**src/rtl/core/lpcb_pkg.sv**
```systemverilog
`default_nettype none

package lpcb_pkg;

    // layer codes: backgrounds 0..3, then sprite, then backdrop
    localparam int NUM_LAYERS = 5;
    localparam int LAYER_W    = 3;
    localparam int KEY_W      = 5;
    localparam int COLOR_W    = 15;
    localparam int CH_W       = 5;
    localparam int NUM_CH     = 3;
    localparam int MASK_W     = 6;

    localparam logic [LAYER_W-1:0] LAYER_SPRITE   = 3'd4;
    localparam logic [LAYER_W-1:0] LAYER_BACKDROP = 3'd5;

    // key is {priority, sub-order}; smaller is in front, backdrop is behind all
    localparam logic [KEY_W-1:0] KEY_BACKDROP = 5'h1F;
    localparam logic [2:0]       SUB_SPRITE   = 3'd0;

    // colour effect modes
    localparam logic [1:0] MODE_NONE   = 2'd0;
    localparam logic [1:0] MODE_BLEND  = 2'd1;
    localparam logic [1:0] MODE_BRIGHT = 2'd2;
    localparam logic [1:0] MODE_DARK   = 2'd3;

    // configuration register indexes
    localparam logic [2:0] REG_LAYER_ENABLE  = 3'd0;
    localparam logic [2:0] REG_BG_PRIORITIES = 3'd1;
    localparam logic [2:0] REG_WIN_INSIDE    = 3'd2;
    localparam logic [2:0] REG_WIN_OUTSIDE   = 3'd3;
    localparam logic [2:0] REG_EFFECT_MODE   = 3'd4;
    localparam logic [2:0] REG_EFFECT_TGT    = 3'd5;
    localparam logic [2:0] REG_EFFECT_COEF   = 3'd6;
    localparam logic [2:0] REG_BACKDROP      = 3'd7;

    // window region codes
    localparam logic [2:0] REGION_WIN0    = 3'd0;
    localparam logic [2:0] REGION_WIN1    = 3'd1;
    localparam logic [2:0] REGION_SPR_WIN = 3'd2;
    localparam logic [2:0] REGION_OUTSIDE = 3'd3;

    localparam logic [CH_W-1:0] CH_MAX   = 5'd31;
    localparam logic [CH_W-1:0] COEF_MAX = 5'd16;

    typedef struct packed {
        logic               vis;
        logic [KEY_W-1:0]   key;
        logic [COLOR_W-1:0] color;
    } t_cand;

    typedef struct packed {
        logic [LAYER_W-1:0] layer0;
        logic [LAYER_W-1:0] layer1;
        logic [KEY_W-1:0]   key0;
        logic [KEY_W-1:0]   key1;
        logic [COLOR_W-1:0] pix0;
        logic [COLOR_W-1:0] pix1;
    } t_top2;

    typedef struct packed {
        logic semi;
        logic fx_en;
    } t_side;

    function automatic logic [CH_W-1:0] lpcb_cap16(input logic [CH_W-1:0] v);
        lpcb_cap16 = (v > COEF_MAX) ? COEF_MAX : v;
    endfunction

    function automatic logic lpcb_target(input logic [MASK_W-1:0] t,
                                         input logic [LAYER_W-1:0] layer);
        logic r;
        case (layer)
            3'd0:    r = t[0];
            3'd1:    r = t[1];
            3'd2:    r = t[2];
            3'd3:    r = t[3];
            3'd4:    r = t[4];
            3'd5:    r = t[5];
            default: r = 1'b0;
        endcase
        lpcb_target = r;
    endfunction

    // one colour channel through the selected effect
    function automatic logic [CH_W-1:0] lpcb_mix(input logic [1:0]      mode,
                                                 input logic [CH_W-1:0] a,
                                                 input logic [CH_W-1:0] b,
                                                 input logic [CH_W-1:0] eva,
                                                 input logic [CH_W-1:0] evb,
                                                 input logic [CH_W-1:0] evy);
        logic [9:0]      sum;
        logic [9:0]      prod_b;
        logic [9:0]      prod_d;
        logic [5:0]      bright;
        logic [CH_W-1:0] res;
        sum    = ({5'd0, a} * {5'd0, eva}) + ({5'd0, b} * {5'd0, evb});
        prod_b = {5'd0, CH_MAX - a} * {5'd0, evy};
        prod_d = ({5'd0, a} * {5'd0, evy}) + 10'd15;
        bright = {1'b0, a} + prod_b[9:4];
        case (mode)
            MODE_BLEND:  res = (sum[9:4] > {1'b0, CH_MAX}) ? CH_MAX : sum[8:4];
            MODE_BRIGHT: res = (bright > {1'b0, CH_MAX}) ? CH_MAX : bright[4:0];
            MODE_DARK:   res = a - prod_d[8:4];
            default:     res = a;
        endcase
        lpcb_mix = res;
    endfunction

endpackage

`default_nettype wire

```
**src/rtl/core/lpcb_cell.sv**
```systemverilog
`default_nettype none

// one insertion cell: folds one layer candidate into the running top two
module lpcb_cell
    import lpcb_pkg::*;
(
    input  wire logic                          i_clk,
    input  wire logic                          i_rst_n,
    input  wire logic [LAYER_W-1:0]            i_layer,
    input  wire logic                          i_valid,
    input  wire t_cand [NUM_LAYERS-1:0]        i_cands,
    input  wire t_top2                         i_top,
    input  wire t_side                         i_side,
    output logic                               o_valid,
    output t_cand [NUM_LAYERS-1:0]             o_cands,
    output t_top2                              o_top,
    output t_side                              o_side
);

    logic                   r_valid;
    t_cand [NUM_LAYERS-1:0] r_cands;
    t_top2                  r_top;
    t_top2                  n_top;
    t_side                  r_side;
    t_cand                  w_cand;

    always_comb begin
        w_cand = i_cands[i_layer];
        n_top  = i_top;
        if (w_cand.vis && (w_cand.key < i_top.key0)) begin
            // new front layer, old front drops to second
            n_top.layer1 = i_top.layer0;
            n_top.key1   = i_top.key0;
            n_top.pix1   = i_top.pix0;
            n_top.layer0 = i_layer;
            n_top.key0   = w_cand.key;
            n_top.pix0   = w_cand.color;
        end else if (w_cand.vis && (w_cand.key < i_top.key1)) begin
            n_top.layer1 = i_layer;
            n_top.key1   = w_cand.key;
            n_top.pix1   = w_cand.color;
        end
    end

    always_ff @(posedge i_clk) begin
        if (!i_rst_n) begin
            r_valid <= 1'b0;
        end else begin
            r_valid <= i_valid;
        end
    end

    always_ff @(posedge i_clk) begin
        r_cands <= i_cands;
        r_top   <= n_top;
        r_side  <= i_side;
    end

    assign o_valid = r_valid;
    assign o_cands = r_cands;
    assign o_top   = r_top;
    assign o_side  = r_side;

endmodule

`default_nettype wire

```
**src/rtl/core/lpcb_effect.sv**
```systemverilog
`default_nettype none

// colour special effect on the front pixel, registered output
module lpcb_effect
    import lpcb_pkg::*;
(
    input  wire logic                 i_clk,
    input  wire logic                 i_rst_n,
    input  wire logic                 i_valid,
    input  wire t_top2                i_top,
    input  wire t_side                i_side,
    input  wire logic [1:0]           i_mode,
    input  wire logic [2*MASK_W-1:0]  i_targets,
    input  wire logic [3*CH_W-1:0]    i_coeffs,
    output logic                      o_valid,
    output logic [COLOR_W-1:0]        o_color
);

    logic                r_valid;
    logic [COLOR_W-1:0]  r_color;
    logic [COLOR_W-1:0]  n_color;
    logic [COLOR_W-1:0]  w_mixed;
    logic [1:0]          w_mode;
    logic [CH_W-1:0]     w_eva;
    logic [CH_W-1:0]     w_evb;
    logic [CH_W-1:0]     w_evy;
    logic                w_alpha_obj;
    logic                w_above;
    logic                w_below;

    always_comb begin
        w_eva       = lpcb_cap16(i_coeffs[CH_W-1:0]);
        w_evb       = lpcb_cap16(i_coeffs[2*CH_W-1:CH_W]);
        w_evy       = lpcb_cap16(i_coeffs[3*CH_W-1:2*CH_W]);
        w_alpha_obj = (i_top.layer0 == LAYER_SPRITE) && i_side.semi;
        w_above     = lpcb_target(i_targets[MASK_W-1:0], i_top.layer0) || w_alpha_obj;
        w_below     = lpcb_target(i_targets[2*MASK_W-1:MASK_W], i_top.layer1);
        // semi-transparent sprite over a second target always selects blend mode
        w_mode      = (w_alpha_obj && w_below) ? MODE_BLEND : i_mode;
        for (int s = 0; s < NUM_CH; s++) begin
            w_mixed[s*CH_W +: CH_W] = lpcb_mix(w_mode,
                                               i_top.pix0[s*CH_W +: CH_W],
                                               i_top.pix1[s*CH_W +: CH_W],
                                               w_eva, w_evb, w_evy);
        end
        n_color = i_top.pix0;
        if (i_side.fx_en && (w_mode != MODE_NONE) && w_above &&
            (w_below || (w_mode != MODE_BLEND))) begin
            n_color = w_mixed;
        end
    end

    always_ff @(posedge i_clk) begin
        if (!i_rst_n) begin
            r_valid <= 1'b0;
        end else begin
            r_valid <= i_valid;
        end
    end

    always_ff @(posedge i_clk) begin
        r_color <= n_color;
    end

    assign o_valid = r_valid;
    assign o_color = r_color;

endmodule

`default_nettype wire

```
**src/rtl/core/layer_priority_compositor_blend_core.sv**
```systemverilog
// channel    direction  handshake                 payload
// pixel in   input      start high, busy low      i_bg0..3_color, i_sprite_*, i_window_region
// config     input      i_cfg_we                  i_cfg_idx, i_cfg_data
// pixel out  output     o_valid, one-cycle strobe o_out_color
//
// one transaction accepted every cycle while reset is released; each result passes
// through the input register, five layer cells and the effect register in turn
// the chain holds five insertion cells, one per layer
// busy is high only while reset is held; reset clears the pipeline valids
// and every configuration register to zero
// the receiver cannot stall, so the pipeline never holds back
`default_nettype none

module layer_priority_compositor_blend_core
    import lpcb_pkg::*;
(
    input  wire logic         i_clk,
    input  wire logic         i_rst_n,
    // pixel transaction in
    input  wire logic         start,
    output logic              busy,
    input  wire logic [15:0]  i_bg0_color,
    input  wire logic [15:0]  i_bg1_color,
    input  wire logic [15:0]  i_bg2_color,
    input  wire logic [15:0]  i_bg3_color,
    input  wire logic [15:0]  i_sprite_color,
    input  wire logic [1:0]   i_sprite_priority,
    input  wire logic         i_sprite_semi_transparent,
    input  wire logic [2:0]   i_window_region,
    // configuration writes
    input  wire logic         i_cfg_we,
    input  wire logic [2:0]   i_cfg_idx,
    input  wire logic [17:0]  i_cfg_data,
    // composed pixel out
    output logic              o_valid,
    output logic [14:0]       o_out_color
);

    // configuration registers
    logic [4:0]           r_layer_enable;
    logic [7:0]           r_bg_priorities;
    logic [17:0]          r_win_inside;
    logic [MASK_W-1:0]    r_win_outside;
    logic [1:0]           r_effect_mode;
    logic [2*MASK_W-1:0]  r_effect_targets;
    logic [3*CH_W-1:0]    r_effect_coeffs;
    logic [COLOR_W-1:0]   r_backdrop;

    // input stage
    logic                    r_valid0;
    t_cand [NUM_LAYERS-1:0]  r_cands0;
    t_side                   r_side0;
    t_cand [NUM_LAYERS-1:0]  n_cands0;
    t_side                   n_side0;
    logic [MASK_W-1:0]       w_mask;
    logic [15:0]             w_bg [4];

    // cell chain links
    logic                    w_valid [NUM_LAYERS+1];
    t_cand [NUM_LAYERS-1:0]  w_cands [NUM_LAYERS+1];
    t_top2                   w_top   [NUM_LAYERS+1];
    t_side                   w_side  [NUM_LAYERS+1];

    assign busy = !i_rst_n;

    // config write port, no read-back
    always_ff @(posedge i_clk) begin
        if (!i_rst_n) begin
            r_layer_enable   <= '0;
            r_bg_priorities  <= '0;
            r_win_inside     <= '0;
            r_win_outside    <= '0;
            r_effect_mode    <= MODE_NONE;
            r_effect_targets <= '0;
            r_effect_coeffs  <= '0;
            r_backdrop       <= '0;
        end else if (i_cfg_we) begin
            case (i_cfg_idx)
                REG_LAYER_ENABLE:  r_layer_enable   <= i_cfg_data[4:0];
                REG_BG_PRIORITIES: r_bg_priorities  <= i_cfg_data[7:0];
                REG_WIN_INSIDE:    r_win_inside     <= i_cfg_data[17:0];
                REG_WIN_OUTSIDE:   r_win_outside    <= i_cfg_data[MASK_W-1:0];
                REG_EFFECT_MODE:   r_effect_mode    <= i_cfg_data[1:0];
                REG_EFFECT_TGT:    r_effect_targets <= i_cfg_data[2*MASK_W-1:0];
                REG_EFFECT_COEF:   r_effect_coeffs  <= i_cfg_data[3*CH_W-1:0];
                REG_BACKDROP:      r_backdrop       <= i_cfg_data[COLOR_W-1:0];
                default: ;
            endcase
        end
    end

    // window mask and per-layer candidates: visible, sort key, colour
    always_comb begin
        case (i_window_region)
            REGION_WIN0:    w_mask = r_win_inside[MASK_W-1:0];
            REGION_WIN1:    w_mask = r_win_inside[2*MASK_W-1:MASK_W];
            REGION_SPR_WIN: w_mask = r_win_inside[3*MASK_W-1:2*MASK_W];
            REGION_OUTSIDE: w_mask = r_win_outside;
            default:        w_mask = '1;   // windows off
        endcase

        w_bg[0] = i_bg0_color;
        w_bg[1] = i_bg1_color;
        w_bg[2] = i_bg2_color;
        w_bg[3] = i_bg3_color;

        for (int k = 0; k < 4; k++) begin
            n_cands0[k].vis   = r_layer_enable[k] && w_mask[k] && !w_bg[k][15];
            // lower background index in front at equal priority
            n_cands0[k].key   = {r_bg_priorities[2*k +: 2], 3'(k + 1)};
            n_cands0[k].color = w_bg[k][COLOR_W-1:0];
        end
        // sprite takes the smallest sub-order, so it wins ties
        n_cands0[LAYER_SPRITE].vis   = r_layer_enable[4] && w_mask[4] &&
                                       !i_sprite_color[15];
        n_cands0[LAYER_SPRITE].key   = {i_sprite_priority, SUB_SPRITE};
        n_cands0[LAYER_SPRITE].color = i_sprite_color[COLOR_W-1:0];

        n_side0.semi  = i_sprite_semi_transparent;
        n_side0.fx_en = w_mask[5];
    end

    always_ff @(posedge i_clk) begin
        if (!i_rst_n) begin
            r_valid0 <= 1'b0;
        end else begin
            r_valid0 <= start && !busy;
        end
    end

    always_ff @(posedge i_clk) begin
        r_cands0 <= n_cands0;
        r_side0  <= n_side0;
    end

    // chain head: both slots start as the backdrop
    always_comb begin
        w_valid[0]       = r_valid0;
        w_cands[0]       = r_cands0;
        w_side[0]        = r_side0;
        w_top[0].layer0  = LAYER_BACKDROP;
        w_top[0].layer1  = LAYER_BACKDROP;
        w_top[0].key0    = KEY_BACKDROP;
        w_top[0].key1    = KEY_BACKDROP;
        w_top[0].pix0    = r_backdrop;
        w_top[0].pix1    = r_backdrop;
    end

    // one insertion cell per layer; keys are distinct so order is free
    for (genvar g = 0; g < NUM_LAYERS; g++) begin : g_cell
        lpcb_cell u_cell (
            .i_clk   (i_clk),
            .i_rst_n (i_rst_n),
            .i_layer (LAYER_W'(g)),
            .i_valid (w_valid[g]),
            .i_cands (w_cands[g]),
            .i_top   (w_top[g]),
            .i_side  (w_side[g]),
            .o_valid (w_valid[g+1]),
            .o_cands (w_cands[g+1]),
            .o_top   (w_top[g+1]),
            .o_side  (w_side[g+1])
        );
    end

    // blend, brighten or darken, then the output register
    lpcb_effect u_effect (
        .i_clk     (i_clk),
        .i_rst_n   (i_rst_n),
        .i_valid   (w_valid[NUM_LAYERS]),
        .i_top     (w_top[NUM_LAYERS]),
        .i_side    (w_side[NUM_LAYERS]),
        .i_mode    (r_effect_mode),
        .i_targets (r_effect_targets),
        .i_coeffs  (r_effect_coeffs),
        .o_valid   (o_valid),
        .o_color   (o_out_color)
    );

endmodule

`default_nettype wire

```
**config.mk**
```make
export PLATFORM = sky130hd
export DESIGN_NAME = layer_priority_compositor_blend_core
export DESIGN_NICKNAME = d
export VERILOG_FILES = /design/src/rtl/core/lpcb_pkg.sv /design/src/rtl/core/lpcb_cell.sv /design/src/rtl/core/lpcb_effect.sv /design/src/rtl/core/layer_priority_compositor_blend_core.sv
export SDC_FILE = /design/constraint.sdc
export NUM_CORES = 1
export LEC_CHECK = 0
export BUFFER_PORTS_ARGS = -buffer_cell sky130_fd_sc_hd__buf_2
export CORE_UTILIZATION = 35
export DETAILED_ROUTE_END_ITERATION = 12
export GPL_TIMING_DRIVEN = 0
export HOLD_SLACK_MARGIN = 0.15
export MAX_ROUTING_LAYER = met4
export PLACE_DENSITY = 0.55
export SETUP_SLACK_MARGIN = 0.5
export SYNTH_ARGS = -nofsm -noshare
export SYNTH_HDL_FRONTEND = slang
export SYNTH_HIERARCHICAL = 1
export SYNTH_SLANG_ARGS = --single-unit
```
**constraint.sdc**
```tcl
create_clock -name i_clk -period 7 [get_ports i_clk]
set_clock_uncertainty 0.05 [all_clocks]
set_input_delay 1.05 -clock i_clk [delete_from_list [all_inputs] [get_ports i_clk]]
set_output_delay 1.05 -clock i_clk [all_outputs]
set_load 0.01 [all_outputs]
```
# == Word level (Yosys, flattened, before mapping) ==
# Cells that the tools add are included.
# op_classes
add_sub_neg,15
muxes,48
n_mul,12
n_reduce_logical,46
order_cmp,18
eq_ne,24
# op_table
cell,count
15-bit 2-to-1 mux,14
5-bit by 5-bit multiplier with 10-bit output,9
5-bit 2-to-1 mux,18
5-bit case mux with 3 select lines,3
"6-bit by 5-bit > comparator with 1-bit output, second input constant",6
5-bit less-than comparator,7
10-bit adder,3
"9-bit by 4-bit adder with 9-bit output, second input constant",3
5-bit by 5-bit multiplier with 9-bit output,3
3-bit 2-to-1 mux,9
1-bit logical AND,25
"3-bit by 2-bit == test with 1-bit output, second input constant",8
"3-bit == test, second input constant",8
6-bit case mux with 4 select lines,1
5-bit by 6-bit adder with 6-bit output,3
2-bit AND reduction,8
"5-bit > comparator, second input constant",3
5-bit subtractor,3
"5-bit subtractor, first input constant",3
"3-bit by 1-bit == test with 1-bit output, second input constant",4
3-bit zero test,4
1-bit case mux with 6 select lines,2
"5-bit less-than comparator, second input constant",2
1-bit zero test,6
other kinds (6),8
# word_totals
register_bits,596
out_inout_bits,17
elab_cells,266
inputBits,111

# == Depth between registers and ports, before layout ==
# Gate-level depths: netlist (run 1).
# logic_depth
word_depth,9
ltp_mapped,26
depth_no_buf,23

# == Modules after synthesis ==
# Netlist (run 1), hierarchy kept.
# by_module_without_submodules
mod,cells_each,area_per_inst_um2,seq_area_each_um2,instances
lpcb_cell,427,5029.8,3083.0,5
lpcb_effect,1301,10955.5,320.3,1
layer_priority_compositor_blend_core,465,5056.1,3483.3,1

# == Worst setup path before layout (run 1) ==
# No wires, ideal clock.
# synth_path
path_kind,register to register
from,register r_effect_coeffs[14]
to,"register u_effect.r_color[12], in the netlist u_effect/o_color[12]"
stages_incl_launch_ff,25
t_required_ps,6828
n_path_buf,3
period_less_slack_ps,5822
setup_time_ps,122
arrival_time_ps,5650
slack_ps,1178
path_cell_list,dfxtp_1 > clkbuf_1 > nor2b_1 > clkbuf_1 > clkbuf_1 > nand2_1 > fa_1 > fa_1 > inv_1 > fa_1 > ha_1 > a21o_1 > a41o_1 > a21oi_1 > nor2b_1 > o21a_1 > nor2_1 > xnor2_1 > ha_1 > or3b_2 > o221ai_1 > or3b_2 > xnor2_1 > a311oi_1 > o32a_1
# synth_via
elab_chain_len,8
elab_cells_between_ends,11
cone_classes,add/sub: 3; mul: 2; order compare: 2; mux: 4
# synth_lines
element,line_no,rtl
from (decl),layer_priority_compositor_blend_core.sv:46,logic [3*CH_W-1:0] r_effect_coeffs;
from (signal assigned),layer_priority_compositor_blend_core.sv:85,REG_EFFECT_COEF: r_effect_coeffs <= i_cfg_data[3*CH_W-1:0];
5-bit > comparator,lpcb_pkg.sv:67,lpcb_cap16 = (v > COEF_MAX) ? COEF_MAX : v;
5-bit 2-to-1 mux (*),lpcb_pkg.sv:67,
5-bit by 5-bit multiplier with 10-bit output,lpcb_pkg.sv:98,"prod_b = {5'd0, CH_MAX - a} * {5'd0, evy};"
5-bit by 6-bit adder with 6-bit output,lpcb_pkg.sv:100,"bright = {1'b0, a} + prod_b[9:4];"
6-bit by 5-bit > comparator with 1-bit output,lpcb_pkg.sv:103,"MODE_BRIGHT: res = (bright > {1'b0, CH_MAX}) ? CH_MAX : bright[4:0];"
5-bit 2-to-1 mux,lpcb_pkg.sv:103,
5-bit case mux with 3 select lines (*),lpcb_pkg.sv:101,case (mode)
15-bit 2-to-1 mux (*),lpcb_effect.sv:47,if (i_side.fx_en && (w_mode != MODE_NONE) && w_above &&
via u_effect.n_color[12],lpcb_effect.sv:21,logic [COLOR_W-1:0] n_color;
to (signal assigned),lpcb_effect.sv:62,r_color <= n_color;
to (decl),lpcb_effect.sv:20,logic [COLOR_W-1:0] r_color;
# Mark *: on every way through the listed nets, which the timed path passes. The rest lies on a longest branch.
# A chain may end at the register's enable or synchronous reset.

# == Worst setup path after layout (run 1) ==
# layout_path
from,register r_effect_coeffs[14]
to,"register u_effect.r_color[11], in the netlist u_effect/o_color[11]"
# The elaborated chain is that of the path after synthesis.

==> impl_results.md, run 1 <==
* Critical-path cell list: clkbuf_4 -> clkbuf_4 -> clkbuf_4 -> nand2_1 -> fa_1 -> fa_1 -> inv_1 -> fa_1 -> ha_1 -> a21o_1 -> a41o_1 -> a21oi_1 -> nor2b_1 -> o21a_1 -> nor2_1 -> xnor2_1 -> ha_1 -> or3b_2 -> o221ai_1 -> or3b_2 -> xnor2_4 -> a311oi_1 -> o32a_1
* CTS tree: done
* Root Driver: clkbuf_16
* Place WS at -154.1 ps
* GP Congestion at 0.9295
* DIE HEIGHT at 334.5 um
* Part of the power in registers at 46.4%
* Post-layout util at 40.91%
* Clock power frac at a little over two fifths
* CTS Sinks at 845
* Core area at roughly 110000 um^2
* Maximum vdd drop at 231.3 uV
* Ant. Diodes at 0
* R2r setup slk at 760 ps
* Worst hold-check path type: register to register
* Antenna viol nets, final at 0
* Critical path class: register to register
* Num rows at 121
* Area added between synthesis and finish at 15.42%
* Gate power share at 11.2%
* CP max FO at 10
* Clock Tree Buf Depth at 3
* Nets at 4545
* Final HPWL from detailed placement at 90940 um
* Least-Margin Pin Slew at 829.1 ps
* Reg-to-reg endpoint: u_effect/o_color[11]$_DFF_P_
* YS warnings at 6
* CTS buffer count at 88
* Drt pass-1 iters at 7
* Vias in the first global route at 27849
* Worst setup SP type: register
* Avg Inst Size Synth at just over 10 um^2
* CP max stage cell: or3b_2
* NetSw at between 3 and 4 mW
* Fill cells at 10656
* Clk Latency, worst-skew pair at 650 ps
* Maxcap violations at 0
* Hold Crit Endpoint: g_cell[0].u_cell/o_side[1]$_DFF_P_
* Power Total at 11.65 mW
* Vias per cell at 4.963
* Initial antenna violation count at 0
* Initial drt markers at 1733
* Cells after Synth at 3756
* Sw Share at around 26%
* Setup crit end kind: register
* Post-route clock period utilization at about nine tenths
* CP top delay family: adder cells
* Reg2Reg Depth at 23
* Total GRT Usage at 21.11%
* Die width at 334.5 um
* DRC viols at 0
* Worst setup margin at ~760 ps
* Area of the multi-input gates at 20000 um^2
* Number of port buffers at 123
* Share of layout cells above drive strength 1 at 11.33%
* Wirelength per Cell at about 21 um
* Worst R2R Start: r_effect_coeffs[14]$_SDFFE_PN0P_
* Synthesized area at 38690 um^2
* Leakage power at 20.13 nW
* # H-tree levels at 3
* Endpoints failing hold at 0
* Final min period at 6236 ps
* Max Clock Freq at between 150 and 200 MHz
* Initial Utilization at 35.45%
* Crit path required time at 7470 ps
* Number of top-level pins at 128
* CP arrival at 6710 ps
* Die area at 111900 um^2
* Hold depth at 0
* Status: completed
* Clk slew on worst S/H paths at 60 ps
* Area occupied by registers at 16920 um^2
* RSZ-0062 raised after global routing: false
* Max-slew violations at 0
* CP max stage delay at 530 ps
* Grt ovf at 0
* Worst path bufs/invs at 4
* Max_slew headroom at 44.73%
* Vias at 27737
* Pint at roughly 8.6 mW
* Hold wc startpoint: r_side0[1]$_DFF_P_
* # setup viols final at 0
* Total detailed-routing wirelength at 115000 um
* Post-CTS setup buffer count at 0
* Largest net degree at the start of global routing at 15
* First-pass GRT wire length at 174600 um
* PD cells at 261.0 nW/um^2
metrics by stage:
step	TNS, ps	instance area (um^2)	std cells	hold slack, ps
2_1_floorplan	0	38970	3830	259.6
3_3_place_gp	-308.5	41430	5429	261.0
3_5_place_dp	-453.9	41430	5429	263.2
4_1_cts	0	44600	5589	275.3
5_1_grt	0	44660	5589	280.7
6_report	0	44660	5589	271.9
registers in the layout, indices dropped and copies added, names as in the netlist:
signal                 cells
g_cell.u_cell/o_cands    420
g_cell.u_cell/o_side      10
g_cell.u_cell/o_top      220
g_cell.u_cell/o_valid      5
r_backdrop                15
r_bg_priorities            8
r_cands0                  90
r_effect_coeffs           15
r_effect_mode              2
r_effect_targets          12
r_layer_enable             5
r_side0                    2
r_valid0                   1
r_win_inside              18
r_win_outside              6
u_effect/o_color          15
u_effect/o_valid           1
metal layers:
metal	global-route usage [%]	vias up	part of all wire, %	wire length, um
li1	-	13566	-	-
met1	27.84	13359	47	53790
met2	33.66	659	46	53220
met3	2.145	153	3.6	4180
met4	7.349	0	3.3	3836
met5	-	-	0	0
power groups by stage:
stage	Clock (mW)	Sequential, mW	Combinational (mW)
finish	4.94	5.41	1.31
global route	5.25	5.43	1.43
CTS	5.04	5.40	1.25
detailed placement	0	5.51	1.24
global placement	0	5.50	1.24
floorplan	0	5.38	0.885
worst max-delay path by stage:
stage	from	endpoint	slack (ps)	cells past startpoint
finish	r_effect_coeffs[14]$_SDFFE_PN0P_	u_effect/o_color[11]$_DFF_P_	760	23
global route	r_effect_coeffs[14]$_SDFFE_PN0P_	u_effect/o_color[12]$_DFF_P_	510	23
CTS	r_effect_coeffs[9]$_SDFFE_PN0P_	u_effect/o_color[1]$_DFF_P_	510	20
detailed placement	r_effect_coeffs[14]$_SDFFE_PN0P_	u_effect/o_color[12]$_DFF_P_	-150	23
global placement	r_effect_coeffs[14]$_SDFFE_PN0P_	u_effect/o_color[12]$_DFF_P_	-100	23
floorplan	r_effect_coeffs[14]$_SDFFE_PN0P_	u_effect/o_color[12]$_DFF_P_	1180	24
worst register-to-register path, stage by stage, from the launching register on:
cell and delay, ps:
dfxtp_1 400, clkbuf_4 260, clkbuf_4 270, clkbuf_4 260
nand2_1 90, fa_1 480, fa_1 490, inv_1 50
fa_1 450, ha_1 330, a21o_1 170, a41o_1 250
a21oi_1 250, nor2b_1 100, o21a_1 170, nor2_1 110
xnor2_1 80, ha_1 320, or3b_2 130, o221ai_1 80
or3b_2 530, xnor2_4 240, a311oi_1 150, o32a_1 390
cell type report:
type | instances | area share (%)
Multi-Input combinational cell | 2483 | 44.79
Inverter | 255 | 2.143
Clock inverter | 37 | 1.398
Buffer | 247 | 2.687
Timing Repair Buffer | 123 | 1.378
Clock buffer | 123 | 5.584
Sequential cell | 845 | 37.88
Tap cell | 1476 | 4.135
layout by cell type (no fill, tap or decap), types with 8 or more instances in the layout:
cell / n
buf_2: 209
nor3_1: 109
bufinv_16: 12
a31o_2: 10
o21ai_0: 54
nor2b_1: 30
a21oi_1: 213
o21bai_1: 8
conb_1: 76
mux2_1: 79
clkbuf_16: 88
dfxtp_1: 845
nand4_1: 17
a32oi_1: 21
mux2i_1: 224
clkbuf_1: 130
clkbuf_8: 16
o31ai_1: 98
a31oi_1: 10
buf_4: 12
inv_1: 253
xnor2_1: 46
nor2_1: 142
a211o_1: 9
fa_1: 150
ha_1: 241
and2_1: 137
mux2_2: 26
a21o_1: 38
buf_6: 12
o21a_1: 14
xor2_1: 31
nand2_1: 231
o22ai_1: 95
buf_1: 10
clkinv_2: 8
a2bb2oi_1: 111
nand3_1: 118
clkbuf_2: 12
nand2b_1: 26
timing repair:
| action | CTS | global route |
|---|---|---|
| hold buffers | 0 | 0 |
| setup endpoints to repair | 14 | 13 |
| resized for setup | 21 | 33 |
Note: power is estimated with default switching activity, not from simulation.
==> run 2: changes to the inputs <==
Settings changed: CORE_UTILIZATION 35 to 59, CTS_BUF_LIST set to sky130_fd_sc_hd__clkbuf_8, PLACE_DENSITY 0.55 to not set, PLACE_DENSITY_LB_ADDON set to 0.1.
==> run 2 against run 1 <==
  * Sequential cell count is the same
  * Via count is 4.2% higher
  * Non-clock buffer count unchanged
  * Critical endpoint is now u_effect/o_color[8]$_DFF_P_
  * Critical path depth unchanged
  * Sequential power barely moved
  * Power fell by 4.4%
  * Clock power shrank 10%
  * Clock-buffer cell count is 50 higher
  * Final area fell by 2.2%
  * Final cell count down 9.7%
==> impl_results.md, run 2 (same netlist as run 1, synthesis figures left out) <==
* Die width at 258.1 um
* CTS buffer count at 133
* Antenna viol nets, final at 0
* Max reg flops at 420
* Crit path required time at 7590 ps
* Wirelength per Cell at 21.68 um
* Fin area at 43680 um^2
* First-pass GRT wire length at ~170000 um
* Die area at 66610 um^2
* Power Total at 11.14 mW
* Initial antenna violation count at 3
* Critical path class: register to register
* Max Clock Freq at approximately 160 MHz
* Clk slew on worst S/H paths at 60 ps
* Vias in the first global route at 28186
* NetSw at 2.988 mW
* CTS tree: done
* Status: completed
* Clk Latency, worst-skew pair at 780 ps
* CP max FO at 10
* Number of port buffers at 123
* Num rows at 93
* Total detailed-routing wirelength at approximately 110000 um
* Pint at approximately 8.1 mW
* Leakage power at a little over 20 nW
* Grt ovf at 0
* Vias per cell at approximately 5.7
* # H-tree levels at 4
* Worst setup SP type: register
* Max-slew violations at 0
* Maximum vdd drop at 216.3 uV
* Nets at 4590
* Initial Utilization at 59.91%
* Area added between synthesis and finish at 12.88%
* PD cells at 255.0 nW/um^2
* Part of the power in registers at 48.5%
* DIE HEIGHT at between 200 and 300 um
* Gate power share at 11.8%
* Maxcap violations at 0
* Total GRT Usage at between 30% and 40%
* Drt pass-1 iters at 6
* DRC viols at 0
* Max_slew headroom at 41.01%
* RSZ-0062 raised after global routing: false
* # setup viols final at 0
* Fill cells at ~5200
* CTS Hold Bufs at 0
* Vias at about 29000
* Least-Margin Pin Slew at 879.0 ps
* Clock power frac at 39.8%
* Most common cell after layout, fill and taps aside: dfxtp_1
* Initial drt markers at 2344
* Placed cell area at 40660 um^2
* Endpoints failing hold at 0
* CTS Sinks at 845
* CP arrival at 6860 ps
* Sw Share at 26.83%
* Post-route clock period utilization at 89.66%
* Setup crit end kind: register
* Final HPWL from detailed placement at 85090 um
* Share of layout cells above drive strength 1 at 12.59%
* Largest net degree at the start of global routing at 17
* Most frequent cells in the layout: dfxtp_1, inv_1, ha_1, nand2_1, mux2i_1
* Worst hold-check path type: register to register
* GP Congestion at ~0.96
* Number of top-level pins at 128
* Clock Tree Buf Depth at 3
* Root Driver: clkbuf_8
* Final min period at 6276 ps
* Core area at 64580 um^2
## run 2: changes by cell type in the layout (fill, tap and decap cells not counted), moves of 3 or more
cell,before,now
clkinv_4,4,0
clkbuf_16,88,0
bufinv_16,12,6
inv_8,0,4
clkbuf_8,16,173
inv_1,253,288
clkinv_2,8,11
clkbuf_1,130,112
## run 2: power by group through the flow
stage               Clock [mW]  Sequential (mW)  Combinational, mW
global route              4.72             5.42               1.42
global placement             0             5.48               1.21
CTS                       4.49             5.39               1.23
floorplan                    0             5.38              0.885
finish                    4.43             5.40               1.31
detailed placement           0             5.49               1.22
## run 2: repair_timing
item | in CTS | in global routing
setup endpoints to repair | 14 | 10
buffers inserted | 0 | 0
gates cloned | 0 | 0
resized for setup | 14 | 33
## run 2: final timing paths
check / start / end / cells after the start / slack, ps
worst max-delay path: r_effect_coeffs[14]$_SDFFE_PN0P_ / u_effect/o_color[8]$_DFF_P_ / 23 / 720
worst min register to register: g_cell[3].u_cell/o_side[0]$_DFF_P_ / g_cell[4].u_cell/o_side[0]$_DFF_P_ / 0 / 270
worst min-delay path: g_cell[3].u_cell/o_side[0]$_DFF_P_ / g_cell[4].u_cell/o_side[0]$_DFF_P_ / 0 / 270
worst max register to register: r_effect_coeffs[14]$_SDFFE_PN0P_ / u_effect/o_color[8]$_DFF_P_ / 23 / 720
## run 2: area by class of cell
cell class / count / area (um^2) / share of cell area [%]
multi-input combinational: 2483 / 19990 / 45.78
tap: 855 / 1070 / 2.449
sequential: 845 / 16920 / 38.73
inverter: 255 / 957.2 / 2.192
clock inverter: 67 / 546.8 / 1.252
timing repair buffer: 123 / 615.6 / 1.409
clock buffer: 173 / 2381 / 5.452
antenna: 1 / 2.502 / 0.005730
buffer: 247 / 1194 / 2.733
## run 2: critical path, stage by stage (launching register included)
cell,delay [ps]
dfxtp_1,360
buf_2,230
nor2b_1,140
buf_2,270
buf_4,260
nand2_1,100
fa_1,510
fa_1,500
inv_1,60
fa_1,440
ha_1,340
a21o_1,210
a41o_1,220
a21oi_1,220
o21bai_1,110
xor2_1,150
ha_1,330
o21a_1,140
a2111o_1,390
o311ai_0,150
xnor2_1,200
nor2_1,290
a21oi_1,150
a221o_1,330
## run 2: metrics by stage
step                hold slack [ps]  utilization [%]  instances  TNS, ps  worst slack [ps]
finish                        274.4            67.63       5049        0             723.7
global route                  276.8            67.63       5049        0             513.2
CTS                           248.4            67.52       5048        0             475.4
detailed placement            262.8            62.95       4808   -66.23            -42.42
global placement              259.7            62.95       4808   -42.32            -32.33
floorplan                     259.6                -       3830        0              1178
## run 2: layer usage
layer,part of all wire (%),track usage [%]
met1,46,47.74
met2,43,49.09
met3,8.1,6.252
met4,3.2,11.97
met5,0,-
==> run 3: changes to the inputs <==
Settings changed: CTS_BUF_LIST sky130_fd_sc_hd__clkbuf_8 to sky130_fd_sc_hd__clkbuf_4.
==> run 3 against run 2 <==
  * Critical path depth fell by 3
  * Die area did not move
  * Global-route usage rose by 0.95 points
  * Utilization rose by 0.82 points
  * Sequential share of layout area fell by 0.46 points
  * Sequential power barely moved
  * Maximum frequency rose by 0.33%
  * Final cell count rose by 4.0%
  * Worst hold slack got worse by 49 ps
  * Register-to-register slack improved by 20 ps
  * Critical endpoint is now u_effect/o_color[10]$_DFF_P_
  * Largest cell class unchanged
  * Highest routed layer unchanged
==> impl_results.md, run 3 (same netlist as run 1, synthesis figures left out) <==
* Status: completed
* Post-layout util at approximately two thirds
* Clock power frac at a little under two fifths
* Pint at 7.718 mW
* CP max stage delay at 560 ps
* Initial Utilization at 59.91%
* Wirelength per Cell at 21.40 um
* CTS Sinks at 845
* Max Clock Freq at between 150 and 200 MHz
* Num rows at between 90 and 100
* Die width at approximately 260 um
* Vias in the first global route at 29490
* CTS buffer count at 200
* Share of layout cells above drive strength 1 at 14.60%
* NetSw at 2.990 mW
* CP arrival at between 7000 and 8000 ps
* Part of the power in registers at slightly above 50%
* CP max stage cell: fa_1
* Most common cell after layout, fill and taps aside: dfxtp_1
* Number of port buffers at 123
* Drt pass-1 iters at 6
* Crit path required time at 7880 ps
* Critical path class: register to register
* Largest net degree at the start of global routing at 19
* Endpoints failing hold at 0
* Clk slew on worst S/H paths at 60 ps
* Hold Slack at 225.4 ps
* Least-Margin Pin Slew at between 800 and 900 ps
* Maximum vdd drop at 203.3 uV
* Critical path's most frequent cell: fa_1
* Initial antenna violation count at 4
* GP Congestion at 0.9628
* CP max FO at 10
* # setup viols final at 0
* Worst hold-check path type: primary input to register
* Most frequent cells in the layout: dfxtp_1, clkbuf_4, inv_1, ha_1, nand2_1
* Clk Latency, worst-skew pair at 1100 ps
* First-pass GRT wire length at approximately 170000 um
* Die area at 66610 um^2
* Fin area at between 40000 and 50000 um^2
* Sw Share at 27.93%
* Max-slew violations at 0
* Root Driver: clkbuf_4
* Setup TNS at 0 ps
* Worst setup SP type: register
* Final HPWL from detailed placement at around 85000 um
* # H-tree levels at 4
* DRC viols at 0
* Setup crit end kind: register
* Grt ovf at 0
* Post-route clock period utilization at about nine tenths
* DIE HEIGHT at 258.1 um
* Number of top-level pins at 128
* RSZ-0062 raised after global routing: false
* Total detailed-routing wirelength at 112300 um
* Max_slew headroom at 41.53%
* Vias per cell at 5.676
* Final min period at 6256 ps
* Power Total at around 11 mW
* PD cells at roughly 240 nW/um^2
* Max reg flops at 420
* CTS tree: done
* Total GRT Usage at between 30% and 40%
* Initial drt markers at about 2400
* Post-CTS setup buffer count at 0
* Critical-path cell list: clkbuf_2 -> nor2b_2 -> clkbuf_2 -> nand2_1 -> fa_1 -> inv_1 -> fa_1 -> inv_1 -> fa_1 -> fa_1 -> inv_1 -> fa_1 -> ha_1 -> o21a_1 -> o21ai_0 -> o21ai_0 -> a31oi_1 -> xor2_1 -> o21ai_1 -> o32a_1
* Antenna viol nets, final at 0
* Leakage power at about 21 nW
* Nets at 4745
* Clock Tree Buf Depth at 3
* Placed cell area at a little over 40000 um^2
* Core area at 64580 um^2
* Gate power share at 12.6%
* Area added between synthesis and finish at 14.25%
* Vias at 29801
* Maxcap violations at 0
[run 3: metal layers]
| metal | share of wire [%] | wire length [um] | global-route usage [%] | vias up |
|---|---|---|---|---|
| li1 | - | - | - | 14090 |
| met1 | 45 | 50930 | 48.11 | 14243 |
| met2 | 43 | 48430 | 51.02 | 1264 |
| met3 | 8.1 | 9064 | 6.743 | 204 |
| met4 | 3.5 | 3903 | 13.08 | 0 |
| met5 | 0 | 0 | - | - |
[run 3: timing repair]
action                     4_1_cts  5_1_grt
gates resized for setup         16       31
setup endpoints to repair       14        9
hold endpoints to repair        90        0
pin swaps                        0        0
hold buffers                    88        0
[run 3: layout make-up]
class,count,area (um^2)
Tap cell,855,1070
Multi-Input combinational cell,2483,19990
Clock inverter,57,374.1
Clock buffer,293,2200
Fill cell,5139,20370
Buffer,247,1196
Timing Repair Buffer,211,1496
Antenna cell,4,10.01
Inverter,255,957.2
Sequential cell,845,16920
[run 3: worst max-delay path, delay by kind of cell, from the launching register on]
kind | cells | cell delay (ps)
flops | 1 | 340
compound gates | 6 | 1380
fa+ha+maj | 6 | 2810
buf+inv | 5 | 790
xor+xnor | 1 | 240
simple gates | 2 | 520
[run 3: power groups by stage]
stage               sequential (mW)  clock [mW]  combinational, mW
CTS                            5.38        4.02               1.27
floorplan                      5.38           0              0.885
detailed placement             5.49           0               1.22
global placement               5.48           0               1.21
global route                   5.42        4.30               1.46
finish                         5.40        3.96               1.35
[run 3: path summary, 6_finish.rpt]
kind | startpoint | to | slack (ps) | depth (start not counted)
min reg2reg | g_cell[2].u_cell/o_cands[10]$_DFF_P_ | g_cell[3].u_cell/o_cands[10]$_DFF_P_ | 250 | 0
max reg2reg | r_effect_coeffs[4]$_SDFFE_PN0P_ | u_effect/o_color[10]$_DFF_P_ | 740 | 20
max | r_effect_coeffs[4]$_SDFFE_PN0P_ | u_effect/o_color[10]$_DFF_P_ | 740 | 20
min | i_cfg_data[13] | r_win_inside[13]$_SDFFE_PN0P_ | 230 | 3
[run 3: per-stage QoR]
| step | instances | setup slack, ps |
|---|---|---|
| after global routing | 5248 | 520.0 |
| after CTS | 5246 | 539.7 |
| final | 5250 | 744.2 |
| after global placement | 4808 | -32.33 |
| after detailed placement | 4808 | -42.42 |
| after floorplan | 3830 | 1178 |
